`src/rtl/dogx_pkg.sv`:
```
// Shared types and constants for the DoG extremum detector.
// Used by the front, queue, back and top-level modules; depends on nothing.
package dogx_pkg;

  // Configuration register indexes and widths
  localparam int unsigned CFG_IDX_BITS = 1;
  localparam int unsigned CFG_BITS     = 13;
  localparam logic [CFG_IDX_BITS-1:0] CFG_LINE_WIDTH   = 1'b0;
  localparam logic [CFG_IDX_BITS-1:0] CFG_FRAME_HEIGHT = 1'b1;

  localparam logic [CFG_BITS-1:0] LINE_WIDTH_RST   = 13'd640;
  localparam logic [CFG_BITS-1:0] FRAME_HEIGHT_RST = 13'd480;
  localparam logic [CFG_BITS-1:0] MIN_SIZE         = 13'd3;
  localparam logic [CFG_BITS-1:0] MAX_HEIGHT       = 13'd4096;

  // Result coordinates
  localparam int unsigned POS_BITS = 12;

  // Front-to-back queue
  localparam int unsigned QDEPTH = 4;
  localparam int unsigned QAW    = 2;
  localparam int unsigned QCW    = 3;

  // 3x3x3 patch: plane-major, then row, then column
  localparam int unsigned PATCH_N      = 27;
  localparam int unsigned PATCH_CENTER = 13;

  typedef struct packed {
    logic [POS_BITS-1:0] x;
    logic [POS_BITS-1:0] y;
  } pos_t;

  localparam int unsigned POS_T_BITS = 2 * POS_BITS;

endpackage

```
`src/rtl/dogx_back.sv`:
```
// Back half: takes a patch from the queue, compares the centre with its 26
// neighbours and holds the result in the output register. Depends on dogx_pkg.
module dogx_back #(
  parameter int unsigned PIXEL_BITS = 16,
  parameter int unsigned QW         = 8
) (
  input  logic                           clk_i,
  input  logic                           rst_ni,
  input  logic                           q_valid_i,
  input  logic [QW-1:0]                  q_data_i,
  output logic                           pop_o,
  output logic                           out_valid_o,
  input  logic                           out_ready_i,
  output logic [dogx_pkg::POS_BITS-1:0]  center_x_o,
  output logic [dogx_pkg::POS_BITS-1:0]  center_y_o,
  output logic                           is_extremum_o,
  output logic                           is_maximum_o
);

  localparam int unsigned DW = PIXEL_BITS + 1;

  dogx_pkg::pos_t                  pos;
  logic [dogx_pkg::PATCH_N*DW-1:0] patch;
  logic signed [DW-1:0]            centre, v;
  logic [dogx_pkg::PATCH_N-1:0]    gt, lt;
  logic                            is_max, is_min, take;

  assign pos   = q_data_i[QW-1 -: dogx_pkg::POS_T_BITS];
  assign patch = q_data_i[dogx_pkg::PATCH_N*DW-1:0];

  always_comb begin
    centre = $signed(patch[dogx_pkg::PATCH_CENTER*DW +: DW]);
    v      = '0;
    for (int k = 0; k < dogx_pkg::PATCH_N; k++) begin
      v     = $signed(patch[k*DW +: DW]);
      gt[k] = (k != dogx_pkg::PATCH_CENTER) && (v > centre);
      lt[k] = (k != dogx_pkg::PATCH_CENTER) && (v < centre);
    end
    is_max = ~|gt;
    is_min = ~|lt;
  end

  logic                           out_valid_q;
  logic [dogx_pkg::POS_BITS-1:0]  cx_q, cy_q;
  logic                           ext_q, max_q;

  // load whenever the register is empty or its word is being taken
  assign take  = q_valid_i && (!out_valid_q || out_ready_i);
  assign pop_o = take;

  always_ff @(posedge clk_i or negedge rst_ni) begin
    if (!rst_ni) begin
      out_valid_q <= 1'b0;
    end else if (take) begin
      out_valid_q <= 1'b1;
    end else if (out_ready_i) begin
      out_valid_q <= 1'b0;
    end
  end

  always_ff @(posedge clk_i) begin
    if (take) begin
      cx_q  <= pos.x;
      cy_q  <= pos.y;
      ext_q <= is_max ^ is_min;
      max_q <= is_max && !is_min;
    end
  end

  assign out_valid_o   = out_valid_q;
  assign center_x_o    = cx_q;
  assign center_y_o    = cy_q;
  assign is_extremum_o = ext_q;
  assign is_maximum_o  = max_q;

endmodule

```
`config.mk`:
```
export PLATFORM = sky130hd
export DESIGN_NAME = dogx_back
export DESIGN_NICKNAME = d
export VERILOG_FILES = /design/src/rtl/dogx_pkg.sv /design/src/rtl/dogx_back.sv
export SDC_FILE = /design/constraint.sdc
export NUM_CORES = 1
export LEC_CHECK = 0
export BUFFER_PORTS_ARGS = -buffer_cell sky130_fd_sc_hd__buf_2
export CAP_MARGIN = 20
export CORE_AREA = 2 2 39 41
export CTS_CLUSTER_DIAMETER = 30
export DETAILED_ROUTE_END_ITERATION = 16
export DIE_AREA = 0 0 41 43
export MAX_ROUTING_LAYER = met4
export PLACE_DENSITY_LB_ADDON = 0.08
export SYNTH_ARGS = -nofsm -noshare
export SYNTH_HDL_FRONTEND = slang
export SYNTH_SLANG_ARGS = --single-unit
```
`constraint.sdc`:
```
create_clock -name clk_i -period 1.2 [get_ports clk_i]
set_input_delay 0.12 -clock clk_i [delete_from_list [all_inputs] [get_ports clk_i]]
set_output_delay 0.12 -clock clk_i [all_outputs]
set_load 0.05 [all_outputs]
```
# Yosys cells after proc, flatten, opt, wreduce, memory -nomap -nowiden

Index checks and enable logic that the tools add are counted.

Reductions and logical operators: 4
Muxes and demuxes: 2

Operators with widths:

| cell               | number |
|---|---|
| two-way mux 1 bit  | 2 |
| nonzero test 2 bit | 1 |
| logical AND 1 bit  | 1 |
| zero test 1 bit    | 1 |
| logical OR 1 bit   | 1 |

Logic and storage cells: 8
Register bits: 9

# Logic depth before layout (Yosys ltp)

Gate-level depths: netlist of the first run.

Depth after elaboration: 4
Gate-level depth with buffers: 2
Depth with buffers taken out: 2

# Least setup slack after synthesis of the first run

OpenSTA, ideal clock, no wires.

Path type: register to register
From: reg out_valid_q, in the netlist out_valid_o
To: reg cx_q, in the netlist center_x_o[10], enable pin
Arrival: 1.312 ns
Setup time: 0.381 ns
Buffers on the path: 0
Stages on the path, launching flop included: 3
Period minus slack after synthesis: 1.693 ns
Path slack: -0.493 ns
Path through: dfrtp_1 -> nand2b_1 -> and2_1

Longest elaborated chain between the ends: 3

Ends and longest elaborated chain:

| what                   | RTL line        | text |
|---|---|---|
| from (decl)            | dogx_back.sv:43 | `logic out_valid_q;` |
| from (signal assigned) | dogx_back.sv:53 | `out_valid_q <= 1'b0;` |
| from (signal assigned) | dogx_back.sv:55 | `out_valid_q <= 1'b1;` |
| from (signal assigned) | dogx_back.sv:57 | `out_valid_q <= 1'b0;` |
| zero test 1 bit        | dogx_back.sv:48 | `assign take = q_valid_i && (!out_valid_q \|\| out_ready_i);` |
| logical OR 1 bit       | dogx_back.sv:48 |  |
| logical AND 1 bit      | dogx_back.sv:48 |  |
| net pop_o              | dogx_back.sv:11 | `output logic pop_o,` |
| to (signal assigned)   | dogx_back.sv:63 | `cx_q <= pos.x;` |
| to (decl)              | dogx_back.sv:44 | `logic [dogx_pkg::POS_BITS-1:0] cx_q, cy_q;` |

The timed path passes the listed nets, and every way through them passes these cells.
A chain may end at the register's enable or synchronous reset.

# Worst setup path in the final report of the first run

From: reg out_valid_q, in the netlist out_valid_o
To: out pop_o

Longest elaborated chain between the ends: 3

Ends and longest elaborated chain:

| what              | RTL line |
|---|---|
| zero test 1 bit   | dogx_back.sv:48 |
| logical OR 1 bit  | dogx_back.sv:48 |
| logical AND 1 bit | dogx_back.sv:48 |
| to (decl)         | dogx_back.sv:11 |

No other way between the ends.

==> results of run 1 <==
power by group through the flow:
stage	logic, mW	registers, mW	clock network, mW
after global placement	0.239	0.373	0
final	0.255	0.367	0.224
after CTS	0.249	0.368	0.237
after detailed placement	0.240	0.374	0
after floorplan	0.188	0.434	0
after global routing	0.263	0.369	0.254
state kept, by name, indices dropped and copies added, names as in the netlist:
register,flops
center_x_o,8
out_valid_o,1
logic make-up (layout without fill, tap and decap cells):
kind of cell | Yosys count | count (layout) | synth area share [%]
buf+inv | 18 | 28 | 32.0
flops | 9 | 9 | 62.7
simple gates | 3 | 3 | 4.44
other cells | 1 | 18 | 0.887
worst max-delay path: cells and delay by family (launching register included):
family / cells / cell delay, ns
and+or+nand+nor: 2 / 0.24
DFF: 1 / 0.40
buffers and inverters: 1 / 0.14
repair_timing:
| item | CTS | global route |
|---|---|---|
| pin swaps | 1 | 0 |
| gates resized for setup | 2 | 1 |
| hold buffers | 1 | 0 |
| hold endpoints to repair | 1 | 0 |
| setup endpoints to repair | 1 | 1 |
| buffers inserted | 1 | 1 |
stage by stage:
step                setup TNS [ns]  worst slack [ns]  hold slack (ns)  instances  area [sq um]
finish                           0            0.0451           0.0394         74           542
global placement                 0             0.138           -0.105         67           480
CTS                              0            0.0175           0.0276         73           531
floorplan                   -0.203           -0.0253           -0.176         48           490
detailed placement               0             0.120           -0.103         67           480
global route                     0           0.00539           0.0233         74           542
area by class of cell:
cell class                 instances  area share, %
tap                               16           3.70
clock buffer                       4           4.85
multi-input combinational         21           16.4
timing repair buffer              24           25.9
sequential                         9           49.2
routing by layer:
layer	vias up	track usage, %	routed length [microns]	part of all wire, %
met5	-	-	0	0
met4	0	8.00	0	0
met3	0	3.14	81	12
met2	15	13.1	402	58
met1	109	8.50	212	30
li1	118	-	-	-
Yosys cell counts:
master | instances | area, sq um
edfxtp_1 | 8 | 240
dfrtp_1 | 1 | 25.0
nand2b_1 | 2 | 12.5
buf_4 | 18 | 135
and2_1 | 1 | 6.26
conb_1 | 1 | 3.75
worst min-delay path by stage:
stage,from,endpoint,slack (ns),depth (start not counted)
detailed placement,rst_ni,out_valid_o,-0.10,1
global placement,rst_ni,out_valid_o,-0.11,1
global route,q_data_i[0],center_x_o[4],0.02,1
floorplan,rst_ni,out_valid_o,-0.18,0
finish,q_data_i[0],center_x_o[4],0.04,1
CTS,q_data_i[0],center_x_o[4],0.03,1
==> results.sh, run 1 <==
export IMPL_reg2reg_setup_slack_ns=0.11
export IMPL_fmax_mhz=866
export IMPL_synth_avg_cell_area_sq_um=13.6
export IMPL_pwr_share_seq_pct=43.5
export IMPL_via_per_inst=3.27
export IMPL_cp_startpoint="out_valid_o"
export IMPL_power_uw=845
export IMPL_internal_power_uw=532
export IMPL_p_sw_share_pct=37.1
export IMPL_dieHeight_microns=43
export IMPL_maxSlewViolCount=0
export IMPL_syn_area_sq_um=423
export IMPL_finClkSkew_ns=0.00271
export IMPL_crit_fanout=2
export IMPL_hold_path_class="in2reg"
export IMPL_place_congestion=0.614
export IMPL_worstPathArrival_ns=1.03
export IMPL_area_growth_pct=28.1
export IMPL_combPwrFrac_pct=30.1
export IMPL_rsz0062_at_grt="no"
export IMPL_grt_max_degree=9
export IMPL_area_sequential_sq_um=267
export IMPL_cts_htree_levels=1
export IMPL_synthesis_instances=31
export IMPL_drive_above_1_share_pct=48.3
export IMPL_synth_warnings=0
export IMPL_ys_seq_area_share_pct=62.7
export IMPL_utilization_pct=39.2
export IMPL_first_pass_iters=2
export IMPL_numCtsBuffers=3
export IMPL_status="finished clean"
export IMPL_crit_chain="nand2b_1 -> and2_4 -> buf_8"
export IMPL_hold_viol_final=0
export IMPL_critPathMaxStageDelay_ns=0.40
export IMPL_r2r_end="center_x_o[5]"
export IMPL_drt_initial_drc_count=3
export IMPL_required_ns=1.08
export IMPL_final_nets=71
export IMPL_layout_min_cycle_time_ns=1.15
export IMPL_p_leak_nw=0.269
export IMPL_start_util_pct=30.6
export IMPL_n_antenna_cell=0
export IMPL_criticalPathCategory="reg2out"
export IMPL_r2r_start="out_valid_o"
export IMPL_multi_input_area_sq_um=88.8
export IMPL_portBuffers=21
export IMPL_mostFrequentLayoutCells="buf_2, conb_1, edfxtp_1"
export IMPL_ir_drop_mv=0.587
export IMPL_final_common_cell="buf_2"
export IMPL_switchingPower_uw=313
export IMPL_cts_tree="yes"
export IMPL_core_area_sq_mm=0.00138
export IMPL_vias=242
export IMPL_filler_cell_count=149
export IMPL_ant_nets=0
export IMPL_die_w_microns=41
export IMPL_reg2regPathDepth=3
export IMPL_clock_path_buffers=2
export IMPL_power_density_mw_per_mm2=1560
export IMPL_crit_path_end_kind="output port"
export IMPL_critPathLaunchType="register"
export IMPL_drv_cap=0
export IMPL_rows=14
export IMPL_critical_path_endpoint="pop_o"
export IMPL_cts_root_buf="clkbuf_4"
export IMPL_ys_types=6
export IMPL_cts_clk_slew_worst_paths_ns=0.06
export IMPL_pwr_share_clk_pct=26.4
export IMPL_io_pins=40
export IMPL_yosys_register_bits=9
export IMPL_finalCritPeriodShare_pct=96.2
export IMPL_antenna_found_initial=0
export IMPL_wire_per_inst_microns=9.42
export IMPL_cts_sinks=9
export IMPL_grt_overflow=0
export IMPL_setup_viol=0
export IMPL_clk_latency_ns=0.25
export IMPL_die_area_sq_mm=0.00176
export IMPL_hpwl_microns=599
export IMPL_drc=0
export IMPL_grt_usage_pct=8.90
export IMPL_grt_pass1_wl_microns=869
export IMPL_grt_pass1_vias=215
export IMPL_postRouteWirelength_microns=697
export IMPL_cp_slowest_cell="dfrtp_2"
(Power assumes the default switching activity.)
==> run 2: changes to the inputs <==
==> constraint.sdc (replaced) <==
create_clock -name clk_i -period 1.1 [get_ports clk_i]
set_input_delay 0.11 -clock clk_i [delete_from_list [all_inputs] [get_ports clk_i]]
set_output_delay 0.11 -clock clk_i [all_outputs]
set_load 0.05 [all_outputs]
==> run 2 against run 1 <==
  * Flip-flop and latch count unchanged
  * Critical path type unchanged
  * Global-route usage increased by 0.42 points
  * Power increased by 9.5%
  * The run now ends with setup timing left
  * Sequential power increased by 9.5%
  * First-iteration DRC count decreased by 100%
  * Register-to-register slack got worse by 0.10 ns
==> results.sh, run 2 (synthesis gave the netlist of run 1 again) <==
export IMPL_hold_path_class="in2reg"
export IMPL_portBuffers=21
export IMPL_via_per_inst=3.35
export IMPL_whs_ns=0.0303
export IMPL_drt_initial_drc_count=0
export IMPL_fmax_mhz=879
export IMPL_n_antenna_cell=0
export IMPL_cts_clk_slew_worst_paths_ns=0.06
export IMPL_die_area_sq_mm=0.00176
export IMPL_drc=0
export IMPL_start_util_pct=30.6
export IMPL_criticalPathCategory="reg2out"
export IMPL_grt_max_degree=9
export IMPL_first_pass_iters=1
export IMPL_grt_use_met3_pct=3.14
export IMPL_cts_tree="yes"
export IMPL_grt_usage_pct=9.32
export IMPL_clk_latency_ns=0.25
export IMPL_layout_setup_ws_ns=-0.0379
export IMPL_hpwl_microns=599
export IMPL_power_uw=926
export IMPL_grt_pass1_vias=230
export IMPL_ant_nets=0
export IMPL_power_density_mw_per_mm2=1690
export IMPL_postRouteWirelength_microns=698
export IMPL_setup_viol=1
export IMPL_mostFrequentLayoutCells="buf_2, conb_1, edfxtp_1"
export IMPL_numCtsBuffers=3
export IMPL_rows=14
export IMPL_maxSlewViolCount=0
export IMPL_rsz0062_at_grt="yes"
export IMPL_cts_root_buf="clkbuf_4"
export IMPL_cts_sinks=9
export IMPL_required_ns=0.99
export IMPL_clock_path_buffers=2
export IMPL_use_met2_pct=14.1
export IMPL_crit_path_end_kind="output port"
export IMPL_crit_fanout=2
export IMPL_critPathLaunchType="register"
export IMPL_p_leak_nw=0.275
export IMPL_cts_htree_levels=1
export IMPL_final_common_cell="buf_2"
export IMPL_area_growth_pct=29.9
export IMPL_grt_busiest_layer="met2"
export IMPL_grt_overflow=0
export IMPL_violations="setup timing"
export IMPL_dieHeight_microns=43
export IMPL_ir_drop_mv=0.645
export IMPL_largest_reg_flops=8
export IMPL_finClkSkew_ns=0.00232
export IMPL_antenna_found_initial=0
export IMPL_drive_above_1_share_pct=50.0
export IMPL_core_area_sq_mm=0.00138
export IMPL_final_nets=71
export IMPL_finalCritPeriodShare_pct=103
export IMPL_vias=248
export IMPL_drv_cap=0
export IMPL_wire_per_inst_microns=9.43
export IMPL_hold_viol_final=0
export IMPL_layout_min_cycle_time_ns=1.14
export IMPL_io_pins=40
export IMPL_status="finished with violations"
export IMPL_grt_pass1_wl_microns=924
export IMPL_grt_met1_usage_pct=8.84
export IMPL_worstPathArrival_ns=1.03
export IMPL_die_w_microns=41
export IMPL_place_congestion=0.614
-- run 2: report_power, final --
group / switching (mW) / leakage [nW] / internal [mW]
Clock: 0.104 / 0.0150 / 0.139
Combinational: 0.232 / 0.174 / 0.0481
Sequential: 0.00664 / 0.0862 / 0.396
-- run 2: path summary, 6_finish.rpt --
check / from / endpoint / slack [ns] / cells after the start
min in group asynchronous: rst_ni / out_valid_o / 0.15 / 2
worst min register to register: out_valid_o / out_valid_o / 0.65 / 3
worst max register to register: out_valid_o / center_x_o[5] / 0.01 / 3
max in group asynchronous: rst_ni / out_valid_o / 0.86 / 2
worst max-delay path: out_valid_o / pop_o / -0.04 / 3
worst min-delay path: q_data_i[0] / center_x_o[4] / 0.03 / 1
-- run 2: worst max-delay path: stages, from the launching register on --
cell,delay [ns]
dfrtp_2,0.42
nand2b_4,0.07
and2_4,0.14
buf_8,0.14
-- run 2: through the flow --
step	worst slack (ns)	setup TNS (ns)	instance area, sq um	instances	utilization, %
3_5_place_dp	0.0297	0	480	67	34.7
4_1_cts	-0.0658	-0.0914	542	74	39.2
2_1_floorplan	-0.125	-1.00	490	48	-
5_1_grt	-0.0739	-0.171	549	74	39.7
6_report	-0.0379	-0.0379	549	74	39.7
3_3_place_gp	0.0480	0	480	67	34.7
-- run 2: timing repair --
item / in CTS / in global routing
setup buffers: 2 / 0
pin swaps: 1 / 1
setup endpoints to repair: 1 / 9
hold endpoints to repair: 1 / 0
hold buffers: 1 / 0
gates resized for setup: 3 / 1
cloned: 0 / 0
-- run 2: final cells by class --
class,instances,area (sq um)
clock buffer,4,26.3
tap,16,20.0
multi-input combinational,21,96.3
sequential,9,267
timing repair buffer,24,140
fill,153,835
-- run 2: metal layers --
metal  routed length (microns)  vias to the layer above
li1                          -                      118
met2                       412                       15
met5                         0                        -
met4                         0                        0
met3                        81                        0
met1                       204                      115
