$ cat config.mk
export PLATFORM = sky130hd
export DESIGN_NAME = dogx_fifo
export DESIGN_NICKNAME = d
export VERILOG_FILES = /design/src/rtl/dogx_pkg.sv /design/src/rtl/dogx_fifo.sv
export SDC_FILE = /design/constraint.sdc
export NUM_CORES = 1
export LEC_CHECK = 0
export BUFFER_PORTS_ARGS = -buffer_cell sky130_fd_sc_hd__buf_2
export CORE_MARGIN = 2
export CORE_UTILIZATION = 40
export CTS_CLUSTER_DIAMETER = 50
export DETAILED_ROUTE_END_ITERATION = 12
export PLACE_DENSITY_LB_ADDON = 0.05
export SLEW_MARGIN = 25
export SYNTH_ARGS = -nofsm -noshare
export SYNTH_HDL_FRONTEND = slang
export SYNTH_SLANG_ARGS = --single-unit
export TNS_END_PERCENT = 50
$ cat constraint.sdc
create_clock -name clk_i -period 1.9 [get_ports clk_i]
set_input_delay 0.095 -clock clk_i [delete_from_list [all_inputs] [get_ports clk_i]]
set_output_delay 0.095 -clock clk_i [all_outputs]
set_load 0.1 [all_outputs]
$ cat src/rtl/dogx_pkg.sv
// Shared types and constants for the DoG extremum detector.
// Used by the front, queue, back and top-level modules; depends on nothing.
package dogx_pkg;

  // Configuration register indexes and widths
  localparam int unsigned CFG_IDX_BITS = 1;
  localparam int unsigned CFG_BITS     = 13;
  localparam logic [CFG_IDX_BITS-1:0] CFG_LINE_WIDTH   = 1'b0;
  localparam logic [CFG_IDX_BITS-1:0] CFG_FRAME_HEIGHT = 1'b1;

  localparam logic [CFG_BITS-1:0] LINE_WIDTH_RST   = 13'd640;
  localparam logic [CFG_BITS-1:0] FRAME_HEIGHT_RST = 13'd480;
  localparam logic [CFG_BITS-1:0] MIN_SIZE         = 13'd3;
  localparam logic [CFG_BITS-1:0] MAX_HEIGHT       = 13'd4096;

  // Result coordinates
  localparam int unsigned POS_BITS = 12;

  // Front-to-back queue
  localparam int unsigned QDEPTH = 4;
  localparam int unsigned QAW    = 2;
  localparam int unsigned QCW    = 3;

  // 3x3x3 patch: plane-major, then row, then column
  localparam int unsigned PATCH_N      = 27;
  localparam int unsigned PATCH_CENTER = 13;

  typedef struct packed {
    logic [POS_BITS-1:0] x;
    logic [POS_BITS-1:0] y;
  } pos_t;

  localparam int unsigned POS_T_BITS = 2 * POS_BITS;

endpackage

$ cat src/rtl/dogx_fifo.sv
// Short register queue between the front and back halves of the detector.
// Depends on dogx_pkg for depth and pointer widths.
module dogx_fifo #(
  parameter int unsigned WIDTH = 8
) (
  input  logic                    clk_i,
  input  logic                    rst_ni,
  input  logic                    push_i,
  input  logic [WIDTH-1:0]        push_data_i,
  input  logic                    pop_i,
  output logic                    valid_o,
  output logic [WIDTH-1:0]        data_o,
  output logic [dogx_pkg::QCW-1:0] count_o
);

  logic [WIDTH-1:0]         entry_q [dogx_pkg::QDEPTH];
  logic [dogx_pkg::QAW-1:0] wr_ptr_q, wr_ptr_d;
  logic [dogx_pkg::QAW-1:0] rd_ptr_q, rd_ptr_d;
  logic [dogx_pkg::QCW-1:0] count_q, count_d;

  always_comb begin
    wr_ptr_d = push_i ? wr_ptr_q + 1'b1 : wr_ptr_q;
    rd_ptr_d = pop_i ? rd_ptr_q + 1'b1 : rd_ptr_q;
    count_d  = count_q;
    if (push_i && !pop_i) begin
      count_d = count_q + 1'b1;
    end else if (!push_i && pop_i) begin
      count_d = count_q - 1'b1;
    end
  end

  always_ff @(posedge clk_i or negedge rst_ni) begin
    if (!rst_ni) begin
      wr_ptr_q <= '0;
      rd_ptr_q <= '0;
      count_q  <= '0;
    end else begin
      wr_ptr_q <= wr_ptr_d;
      rd_ptr_q <= rd_ptr_d;
      count_q  <= count_d;
    end
  end

  always_ff @(posedge clk_i) begin
    if (push_i) begin
      entry_q[wr_ptr_q] <= push_data_i;
    end
  end

  assign valid_o = (count_q != '0);
  assign data_o  = entry_q[rd_ptr_q];
  assign count_o = count_q;

`ifndef ASSERT_OFF
  a_no_overflow: assert property (@(posedge clk_i) disable iff (!rst_ni)
    push_i && !pop_i |-> count_q != dogx_pkg::QCW'(dogx_pkg::QDEPTH))
    else $error("queue overflow");
  a_no_underflow: assert property (@(posedge clk_i) disable iff (!rst_ni)
    pop_i |-> count_q != '0)
    else $error("queue underflow");
  a_count_bound: assert property (@(posedge clk_i) disable iff (!rst_ni)
    count_q <= dogx_pkg::QCW'(dogx_pkg::QDEPTH))
    else $error("queue count beyond depth");
`endif

endmodule

Word level (Yosys, flattened, before mapping)
Memory sizes are Yosys's and may differ from the RTL's.
Cells that the tools add are included.

word-level totals
  bits in registers = 7
  bits in writable memories = 32
  input bits = 12
  memories kept = 1

cells by class
  add/subtract/negate cells = 4
  mux-type cells = 4
  reductions and logical operators = 6

memories
  memory   depth  width  rd ports  clocked after Yosys merged registers in  write ports  RTL line         RTL
  entry_q  4      8      1         0                                        1            dogx_fifo.sv:16  logic [WIDTH-1:0] entry_q [dogx_pkg::QDEPTH];

operators with widths
  cell                 count
  $mux 3               2
  $add 2x1->2 const B  2
  $add 3x1->3 const B  1
  $reduce_bool 3->1    1
  $sub 3x1->3 const B  1
  $logic_and 1x1->1    2
  $logic_not 1->1      2
  $mux 1               2
  $reduce_bool 2->1    1

Depth between registers and ports, before layout
Gate-level depths: netlist of the first run.

  word-level depth = 4
  mapped depth = 7
  depth with buffers taken out = 7

Least setup slack after synthesis of the first run
OpenSTA, ideal clock, no wires.

  kind = register to register
  from = register count_q (netlist bit count_o[0])
  to = register count_q (netlist bit count_o[1])
  setup time = 0.126 ns
  arrival = 1.745 ns
  required time = 1.774 ns
  slack = 0.028 ns
  cell stages (with the launch flop) = 3
  buffers on the path = 0
  cell sequence = dfrtp_1 > fa_1 > mux2_2

between the ends
  longest elaborated chain between the ends = 3
  elaborated cells on any way between the ends = 4

RTL lines
  item                    RTL line         RTL
  start, declared         dogx_fifo.sv:19  logic [dogx_pkg::QCW-1:0] count_q, count_d;
  start signal, assigned  dogx_fifo.sv:40  count_q <= count_d;
  $sub 3x1->3             dogx_fifo.sv:28  count_d = count_q - 1'b1;
  $mux 3                  dogx_fifo.sv:27  end else if (!push_i && pop_i) begin
  $mux 3 (*)              dogx_fifo.sv:25  if (push_i && !pop_i) begin
  net count_d, one bit    dogx_fifo.sv:19

The timed path passes the listed nets; every way through them passes the cells marked *. The select of a mux whose other input is x is not followed.
A chain may end at the register's enable or synchronous reset.

Worst setup path after layout of the first run
  from = register rd_ptr_q[0] (netlist bit)
  to = output data_o[7]

between the ends
  longest elaborated chain between the ends = 1

RTL lines
  item                    RTL line         RTL
  start, declared         dogx_fifo.sv:18  logic [dogx_pkg::QAW-1:0] rd_ptr_q, rd_ptr_d;
  start signal, assigned  dogx_fifo.sv:39  rd_ptr_q <= rd_ptr_d;
  $mem_v2 4x8             n/a
  end, declared           dogx_fifo.sv:12  output logic [WIDTH-1:0] data_o,

No other way between the ends.

==> out/summary.txt, run 1 <==
Final wirelength -> 2215 um
Cell class contributing the biggest share of worst-path delay -> multiplexers
Post-synthesis instance area -> 0.001541 mm2
Post-synthesis register bit count -> 39
Critical path's largest stage delay -> 0.49 ns
Share of synthesized cell area in and, or, nand and nor gates -> 2.760%
Post-route cell area -> 0.001839 mm2
Commonest cells after routing, fill and taps aside -> sky130_fd_sc_hd__edfxtp_1 (32), sky130_fd_sc_hd__buf_2 (21), sky130_fd_sc_hd__mux4_2 (8)
Number of warnings issued by yosys -> 0
Chip width -> 66.08 um
WS Path Type -> reg2out
I/O pins -> 24
Sequential standard cell area -> 0.001137 mm2
Area added between synthesis and finish -> 19.32%
Final count of pins violating max slew -> 0
Initial detailed-routing violation count -> 10
Sequential cell area fraction in the yosys report -> 73.70%
Setup slack of the worst register-to-register path -> 0.47 ns
Outcome -> completed
Global-route wire length before repair -> 3567 um
Number of buffers created by CTS -> 5
Transition time of the tightest slew-check pin -> 0.4900 ns
Post-CTS Repair Setup Buffers -> 0
Maximum clock path buffer count -> 2
Ant diodes -> 0
Post-route clock period utilization -> 93.56%
Initial core utilization -> 41.79%
CORE AREA -> 0.003689 mm2
Most frequent standard cell in the layout excluding fill and tap cells -> sky130_fd_sc_hd__edfxtp_1
Final setup violation count -> 0
Vias per inst -> 4.735
Unrepaired setup endpoints after global routing -> false
Post-synthesis cell count -> 75
TritonCTS clock tree -> yes
Layout filler cell count -> 327
Worst rel slew slack -> 67.56%
Type of origin of the critical path -> flip-flop
Final number of hold-violating endpoints -> 0
Floorplan row count -> 22
Antenna viol nets, final -> 0
Number of library cell types mapped by synthesis -> 16
CP Capture Type -> output port
Crit path max fanout -> 5
Sum of negative setup slack -> 0 ns
Layout cells sized above 1 -> 39.25%
Maximum frequency from static timing analysis -> 562.5 MHz
CTS Root Cell -> sky130_fd_sc_hd__clkbuf_8
List of cells traversed by the critical path -> buf_4 -> mux4_2 -> buf_2
Combined area of the multi-input logic cells -> 374.1 um2
Data required time at the worst endpoint -> 1.80 ns
Clock latency at the later pin of the worst-skew pair -> 0.28 ns
Final HPWL from detailed placement -> 1546 um
Die area -> 0.004367 mm2
Crit path max-delay cell type -> sky130_fd_sc_hd__mux4_2
Xor-xnor portion of the synthesized cell area -> 3.409%
# clock sinks -> 39
Maximum number of pins on one net before global-route repair -> 13
Number of max-capacitance violations reported -> 0
Time the worst path needs with I/O delays and setup -> 1.778 ns
Final net count -> 124
1st-pass router iterations -> 4
Dominant combinational cell family by area after synthesis -> multiplexers
Worst EP arrival -> 1.68 ns
Port-buffer cells -> 23
Synthesized area divided by synthesized cell count -> 20.55 um2
Routed WL per cell -> 14.29 um
HP Class -> in2reg
Number of antenna violations at the first check in global routing -> 0
Instance area after placement -> 0.001715 mm2
Vertical die dimension -> 66.08 um
Post-CTS clock slew at the launch and capture registers of the worst setup and hold paths -> 0.07 ns
Count of buffer and inverter cells on the critical path -> 2
Nets in the synthesized netlist -> 93
Via count of the first global-routing pass -> 746
Layout Skew -> 0.009318 ns
Deepest level of the CTS H-tree -> 2
Overflow after GRT -> 0
DR DRC count -> 0
All-Layer GR Usage -> 11.84%
Number of vias after detailed routing -> 734
Post-Synth Adder-Cell Area -> 5.357%
Mux cell area share after synthesis -> 12.42%
Placer congestion estimate -> 0.6538
Share of the synthesized area in compound gates (AO/OA/AOI/OAI) -> 0.3247%
[cells in the mapped netlist]
cell type                   n  area (um2)
sky130_fd_sc_hd__o21ai_0    1       5.000
sky130_fd_sc_hd__dfrtp_1    7       175.2
sky130_fd_sc_hd__nand2_1    2       7.510
sky130_fd_sc_hd__ha_1       5       62.56
sky130_fd_sc_hd__buf_6      1       11.26
sky130_fd_sc_hd__or3_1      1       6.260
sky130_fd_sc_hd__buf_2      1       5.000
sky130_fd_sc_hd__and2_1     4       25.02
sky130_fd_sc_hd__nor2_1     1       3.750
sky130_fd_sc_hd__inv_1      4       15.01
sky130_fd_sc_hd__xor2_1     4       35.03
sky130_fd_sc_hd__mux2_2     1       11.26
sky130_fd_sc_hd__fa_1       1       20.02
sky130_fd_sc_hd__mux4_2     8       180.2
sky130_fd_sc_hd__xnor2_1    2       17.52
sky130_fd_sc_hd__edfxtp_1  32       960.9
[worst reg2reg max path, stage by stage, from the launching register on]
cell                      delay, ns
sky130_fd_sc_hd__dfrtp_1       0.43
sky130_fd_sc_hd__inv_1         0.10
sky130_fd_sc_hd__ha_1          0.13
sky130_fd_sc_hd__and2_1        0.40
[registers in the layout, indices dropped and copies added (netlist names)]
register and count:
count_o 3, entry_q 32, rd_ptr_q 2, wr_ptr_q 2
[cells by family (layout without fill, tap and decap cells)]
logic type,Yosys count,in the layout
mux,9,9
fa+ha+maj,6,6
buf+inv,6,38
compound gates,1,1
xor+xnor,6,6
simple gates,8,8
flops,39,39
[through the flow]
step	std cells	hold WS, ns	worst slack [ns]	util, %
after floorplan	75	-0.2006	0.02849	-
after global placement	146	-0.05932	0.3871	46.51
after detailed placement	146	-0.05868	0.3594	46.51
after global routing	155	0.02419	0.06269	49.86
final	155	0.01756	0.1224	49.86
after CTS	155	0.01414	0.03493	49.69
[layer usage]
metal	global-route usage (%)	part of all wire, %	vias to the layer above
met2	18.50	51	19
met5	0	0	-
met1	14.65	41	369
met4	6.888	1.6	0
li1	-	-	342
met3	3.407	6.2	4
[path summary, 6_finish.rpt]
| kind | to | cells past startpoint | startpoint |
|---|---|---|---|
| max | data_o[7] | 3 | rd_ptr_q[0]$_DFFE_PN0P_ |
| max reg2reg | entry_q[0][4]$_DFFE_PP_ | 3 | wr_ptr_q[0]$_DFFE_PN0P_ |
| min | rd_ptr_q[0]$_DFFE_PN0P_ | 2 | pop_i |
| min in group asynchronous | wr_ptr_q[0]$_DFFE_PN0P_ | 2 | rst_ni |
| min reg2reg | count_o[2]$_DFFE_PN0P_ | 1 | count_o[2]$_DFFE_PN0P_ |
| max in group asynchronous | rd_ptr_q[0]$_DFFE_PN0P_ | 2 | rst_ni |
[final cells by class]
class / count / area share (%)
clock buffers: 5 / 3.742
clock inverters: 3 / 2.109
inverters: 4 / 0.8163
multi-input cells: 30 / 20.34
flip-flops and latches: 39 / 61.84
well taps: 48 / 3.265
repair buffers: 26 / 7.891
[repair_timing]
item,in CTS,in global routing
setup endpoints to repair,0,6
hold endpoints to repair,7,0
hold buffers,1,0
gates resized for setup,0,3
Power of run 1 is not shown: default switching activity piles up to over one toggle a cycle in this logic, so the estimate is an artifact.
==> run 2, diff against run 1 <==
--- a/config.mk
+++ b/config.mk
@@ -5,11 +5,11 @@
 export SDC_FILE = /design/constraint.sdc
 export NUM_CORES = 1
 export LEC_CHECK = 0
-export BUFFER_PORTS_ARGS = -buffer_cell sky130_fd_sc_hd__buf_2
 export CORE_MARGIN = 2
 export CORE_UTILIZATION = 40
 export CTS_CLUSTER_DIAMETER = 50
 export DETAILED_ROUTE_END_ITERATION = 12
+export DONT_BUFFER_PORTS = 1
 export PLACE_DENSITY_LB_ADDON = 0.05
 export SLEW_MARGIN = 25
 export SYNTH_ARGS = -nofsm -noshare
==> run 2 against run 1 <==
Register-to-register slack hardly changed; clock-buffer cell count increased by 2; clock skew decreased by 0.0044 ns; fmax up 1.6%; sequential share of layout area shrank 0.38 points; global-route usage is 1.2 points higher; via count is 2.9% lower; first-iteration DRC count rose by 130%; wire length grew 12%; highest routed layer unchanged.
==> out/summary.txt, run 2 (same netlist as run 1, synthesis figures left out) <==
Final wirelength -> 2475 um
Post-CTS clock slew at the launch and capture registers of the worst setup and hold paths -> 0.07 ns
Time the worst path needs with I/O delays and setup -> 1.750 ns
Placed cells -> 126
DR DRC count -> 0
CTS Root Cell -> sky130_fd_sc_hd__clkbuf_8
Maximum frequency from static timing analysis -> 571.5 MHz
Crit path max-delay cell type -> sky130_fd_sc_hd__mux4_2
HP Class -> in2reg
Transition time of the tightest slew-check pin -> 0.5254 ns
Ant diodes -> 0
Top reg by flops -> entry_q
List of cells traversed by the critical path -> buf_4 -> mux4_2
Crit path max fanout -> 5
Count of buffer and inverter cells on the critical path -> 1
Number of vias after detailed routing -> 713
Antenna viol nets, final -> 0
Vias per inst -> 4.818
Post-route cell area -> 0.001851 mm2
Maximum clock path buffer count -> 2
Number of antenna violations at the first check in global routing -> 0
Final number of hold-violating endpoints -> 0
Instance area after placement -> 0.001635 mm2
Die area -> 0.004367 mm2
Outcome -> completed
Port-buffer cells -> 0
1st-pass router iterations -> 2
Worst rel slew slack -> 65.05%
Worst EP arrival -> 1.65 ns
Overflow after GRT -> 0
Layout cells sized above 1 -> 24.00%
Number of max-capacitance violations reported -> 0
# clock sinks -> 39
Initial detailed-routing violation count -> 23
Routed WL per cell -> 16.72 um
Clock latency at the later pin of the worst-skew pair -> 0.29 ns
Layout filler cell count -> 320
Cell class contributing the biggest share of worst-path delay -> multiplexers
Layout Skew -> 0.004901 ns
CORE AREA -> 0.003689 mm2
Final HPWL from detailed placement -> 1615 um
Placer congestion estimate -> 0.6615
Type of origin of the critical path -> flip-flop
Data required time at the worst endpoint -> 1.80 ns
Chip width -> 66.08 um
Commonest cells after routing, fill and taps aside -> sky130_fd_sc_hd__edfxtp_1 (32), sky130_fd_sc_hd__dlygate4sd3_1 (11), sky130_fd_sc_hd__mux4_2 (8)
Post-Route Utilization -> 50.17%
Area added between synthesis and finish -> 20.05%
Vertical die dimension -> 66.08 um
Via count of the first global-routing pass -> 772
Final net count -> 117
TritonCTS clock tree -> yes
CP Capture Type -> output port
Global-route wire length before repair -> 3919 um
I/O pins -> 24
All-Layer GR Usage -> 13.07%
Filler-free cell count of the finished design -> 148
Critical path's largest stage delay -> 0.79 ns
Final count of pins violating max slew -> 0
WS Path Type -> reg2out
Sum of negative setup slack -> 0 ns
Maximum number of pins on one net before global-route repair -> 12
Final setup violation count -> 0
Post-route clock period utilization -> 92.10%
Number of buffers created by CTS -> 5
Unrepaired setup endpoints after global routing -> false
Most frequent standard cell in the layout excluding fill and tap cells -> sky130_fd_sc_hd__edfxtp_1
Largest register FFs -> 32
Initial core utilization -> 41.79%
Floorplan row count -> 22
Deepest level of the CTS H-tree -> 2
==> run 2: cell types whose count changed in the layout (fill, tap and decap cells not counted), sizes merged <==
cell and change:
buf -15, bufinv -1, clkinv -1, dlygate4sd3 +10
==> run 2: worst paths after layout <==
| path | slack [ns] | start | to | cells past startpoint |
|---|---|---|---|---|
| max in group asynchronous | 1.47 | rst_ni | rd_ptr_q[0]$_DFFE_PN0P_ | 1 |
| min in group asynchronous | 0.15 | rst_ni | count_o[2]$_DFFE_PN0P_ | 1 |
| max reg2reg | 0.47 | wr_ptr_q[0]$_DFFE_PN0P_ | entry_q[0][4]$_DFFE_PP_ | 3 |
| min | 0.1 | push_i | count_o[0]$_DFFE_PN0P_ | 2 |
| min reg2reg | 0.54 | wr_ptr_q[0]$_DFFE_PN0P_ | wr_ptr_q[0]$_DFFE_PN0P_ | 1 |
| max | 0.15 | rd_ptr_q[0]$_DFFE_PN0P_ | data_o[7] | 2 |
==> run 2: final cells by class <==
| type | count | area (um2) | share of cell area [%] |
|---|---|---|---|
| clock buffers | 7 | 76.32 | 4.124 |
| clock inverters | 1 | 5.005 | 0.2705 |
| inverters | 4 | 15.01 | 0.8114 |
| multi-input cells | 30 | 374.1 | 20.22 |
| flip-flops and latches | 39 | 1137 | 61.46 |
| well taps | 48 | 60.06 | 3.245 |
| repair buffers | 19 | 182.7 | 9.872 |
==> run 2: metal layers <==
| layer | vias up | GRT usage, % | share of wire, % |
|---|---|---|---|
| met5 | - | 0 | 0 |
| met4 | 0 | 5.357 | 1.8 |
| met3 | 5 | 6.303 | 5.6 |
| met2 | 17 | 20.25 | 50 |
| met1 | 361 | 15.58 | 42 |
| li1 | 330 | - | - |
==> run 2: timing repair <==
item / CTS / global route
endpoints found under the hold margin: 43 / 0
gates resized for setup: 1 / 0
hold buffers: 11 / 0
setup buffers: 0 / 3
setup endpoints to repair: 5 / 5
==> run 2: worst reg2reg max path, stage by stage, from the launching register on <==
cell,delay [ns]
sky130_fd_sc_hd__dfrtp_1,0.43
sky130_fd_sc_hd__inv_1,0.10
sky130_fd_sc_hd__ha_1,0.14
sky130_fd_sc_hd__and2_1,0.41
==> run 2: per-stage QoR <==
step	setup slack (ns)	hold WS [ns]
final	0.1501	0.09681
after global routing	0.09648	0.1051
after CTS	0.03863	0.08648
after detailed placement	0.2507	-0.2005
after global placement	0.2724	-0.2004
after floorplan	0.02849	-0.2006
Power of run 2 is left out for the same reason.
==> run 3, diff against run 2 <==
--- a/config.mk
+++ b/config.mk
@@ -5,6 +5,8 @@
 export SDC_FILE = /design/constraint.sdc
 export NUM_CORES = 1
 export LEC_CHECK = 0
+export CELL_PAD_IN_SITES_DETAIL_PLACEMENT = 1
+export CELL_PAD_IN_SITES_GLOBAL_PLACEMENT = 1
 export CORE_MARGIN = 2
 export CORE_UTILIZATION = 40
 export CTS_CLUSTER_DIAMETER = 50
==> run 3 against run 2 <==
Clock skew grew 0.0021 ns; cell area shrank 0.88%; non-clock buffer count shrank 2; via count grew 0.56%; wire length grew 9.1%; register-to-register slack is essentially flat; critical endpoint is now data_o[1].
==> out/summary.txt, run 3 (same netlist as run 1, synthesis figures left out) <==
Floorplan row count -> 22
Placer congestion estimate -> 0.6553
Deepest level of the CTS H-tree -> 2
Reg2reg start -> wr_ptr_q[1]$_DFFE_PN0P_
Crit path max fanout -> 6
Overflow after GRT -> 0
Commonest cells after routing, fill and taps aside -> sky130_fd_sc_hd__edfxtp_1 (32), sky130_fd_sc_hd__dlygate4sd3_1 (11), sky130_fd_sc_hd__mux4_2 (8)
Final setup violation count -> 0
Time the worst path needs with I/O delays and setup -> 1.738 ns
Number of max-capacitance violations reported -> 0
Global-route wire length before repair -> 4457 um
Initial core utilization -> 41.79%
Area added between synthesis and finish -> 18.99%
Endpoint of the lowest-slack register-to-register path -> entry_q[1][2]$_DFFE_PP_
Antenna viol nets, final -> 0
R2r worst-path depth -> 3
Transition time of the tightest slew-check pin -> 0.5273 ns
Initial detailed-routing violation count -> 37
Worst rel slew slack -> 64.93%
Post-CTS clock slew at the launch and capture registers of the worst setup and hold paths -> 0.07 ns
I/O pins -> 24
Chip width -> 66.08 um
Port-buffer cells -> 0
Type of origin of the critical path -> flip-flop
Largest register FFs -> 32
Most frequent standard cell in the layout excluding fill and tap cells -> sky130_fd_sc_hd__edfxtp_1
Post-route clock period utilization -> 91.45%
Maximum clock path buffer count -> 2
Final HPWL from detailed placement -> 1818 um
Unrepaired setup endpoints after global routing -> false
Die area -> 0.004367 mm2
Final net count -> 115
CTS Root Cell -> sky130_fd_sc_hd__clkbuf_8
Via count of the first global-routing pass -> 828
Start point of the worst hold path -> push_i
Number of vias after detailed routing -> 717
Vias per inst -> 4.911
Number of buffers created by CTS -> 5
Final count of pins violating max slew -> 0
CP Capture Type -> output port
Ant diodes -> 0
WS Path Type -> reg2out
All-Layer GR Usage -> 15.08%
Worst hold path endpoint -> count_o[0]$_DFFE_PN0P_
Routed WL per cell -> 18.50 um
Outcome -> completed
Maximum frequency from static timing analysis -> 575.5 MHz
Layout cells sized above 1 -> 21.43%
Setup slack of the worst register-to-register path -> 0.48 ns
1st-pass router iterations -> 2
DR DRC count -> 0
Data required time at the worst endpoint -> 1.80 ns
Maximum number of pins on one net before global-route repair -> 12
Worst EP arrival -> 1.64 ns
Final number of hold-violating endpoints -> 0
Top reg by flops -> entry_q
Final wirelength -> 2701 um
# clock sinks -> 39
Clock latency at the later pin of the worst-skew pair -> 0.29 ns
Hold depth -> 2
CORE AREA -> 0.003689 mm2
Vertical die dimension -> 66.08 um
HP Class -> in2reg
Layout Skew -> 0.006952 ns
Number of antenna violations at the first check in global routing -> 0
TritonCTS clock tree -> yes
Sum of negative setup slack -> 0 ns
Cells resized by post-CTS repair -> 0
==> run 3: what timing repair did <==
action / 4_1_cts / 5_1_grt
buffers inserted: 0 / 0
hold buffers: 11 / 0
hold endpoints to repair: 43 / 0
==> run 3: layout make-up <==
| cell class | count | area (um2) |
|---|---|---|
| fillers | 360 | 1854 |
| flip-flops and latches | 39 | 1136 |
| multi-input cells | 30 | 374.1 |
| repair buffers | 17 | 167.7 |
| clock buffers | 7 | 76.32 |
| well taps | 48 | 60.06 |
| inverters | 4 | 15.01 |
| clock inverters | 1 | 5.005 |
==> run 3: critical path, stage by stage, from the launching register on <==
cell and delay (ns):
sky130_fd_sc_hd__dfrtp_1 0.36, sky130_fd_sc_hd__buf_4 0.19, sky130_fd_sc_hd__mux4_2 0.80
==> run 3: layer usage <==
metal	vias up	global-route usage, %	wire length [um]
met5	-	0	0
met4	0	5.357	31
met3	4	5.792	142
met2	18	24.38	1348
met1	371	18.45	1178
li1	324	-	-
==> run 3: worst max path at each step <==
stage,endpoint,cells after the start,startpoint,slack [ns]
floorplan,count_o[1]$_DFFE_PN0P_,2,count_o[0]$_DFFE_PN0P_,0.03
finish,data_o[1],2,rd_ptr_q[0]$_DFFE_PN0P_,0.16
global placement,entry_q[1][5]$_DFFE_PP_,3,wr_ptr_q[1]$_DFFE_PN0P_,0.46
CTS,data_o[1],2,rd_ptr_q[0]$_DFFE_PN0P_,0.14
detailed placement,entry_q[1][4]$_DFFE_PP_,3,wr_ptr_q[1]$_DFFE_PN0P_,0.45
global route,data_o[1],2,rd_ptr_q[0]$_DFFE_PN0P_,0.1
==> run 3: stage by stage <==
step	instance area (um2)	util, %	setup slack, ns	hold slack (ns)	std cells
2_1_floorplan	1541	-	0.02849	-0.2006	75
3_3_place_gp	1643	44.54	0.4646	-0.2004	127
3_5_place_dp	1643	44.54	0.4522	-0.2003	127
4_1_cts	1834	49.73	0.1376	0.09146	146
5_1_grt	1834	49.73	0.09799	0.09296	146
6_report	1834	49.73	0.1624	0.09607	146
Power of run 3 is left out for the same reason.
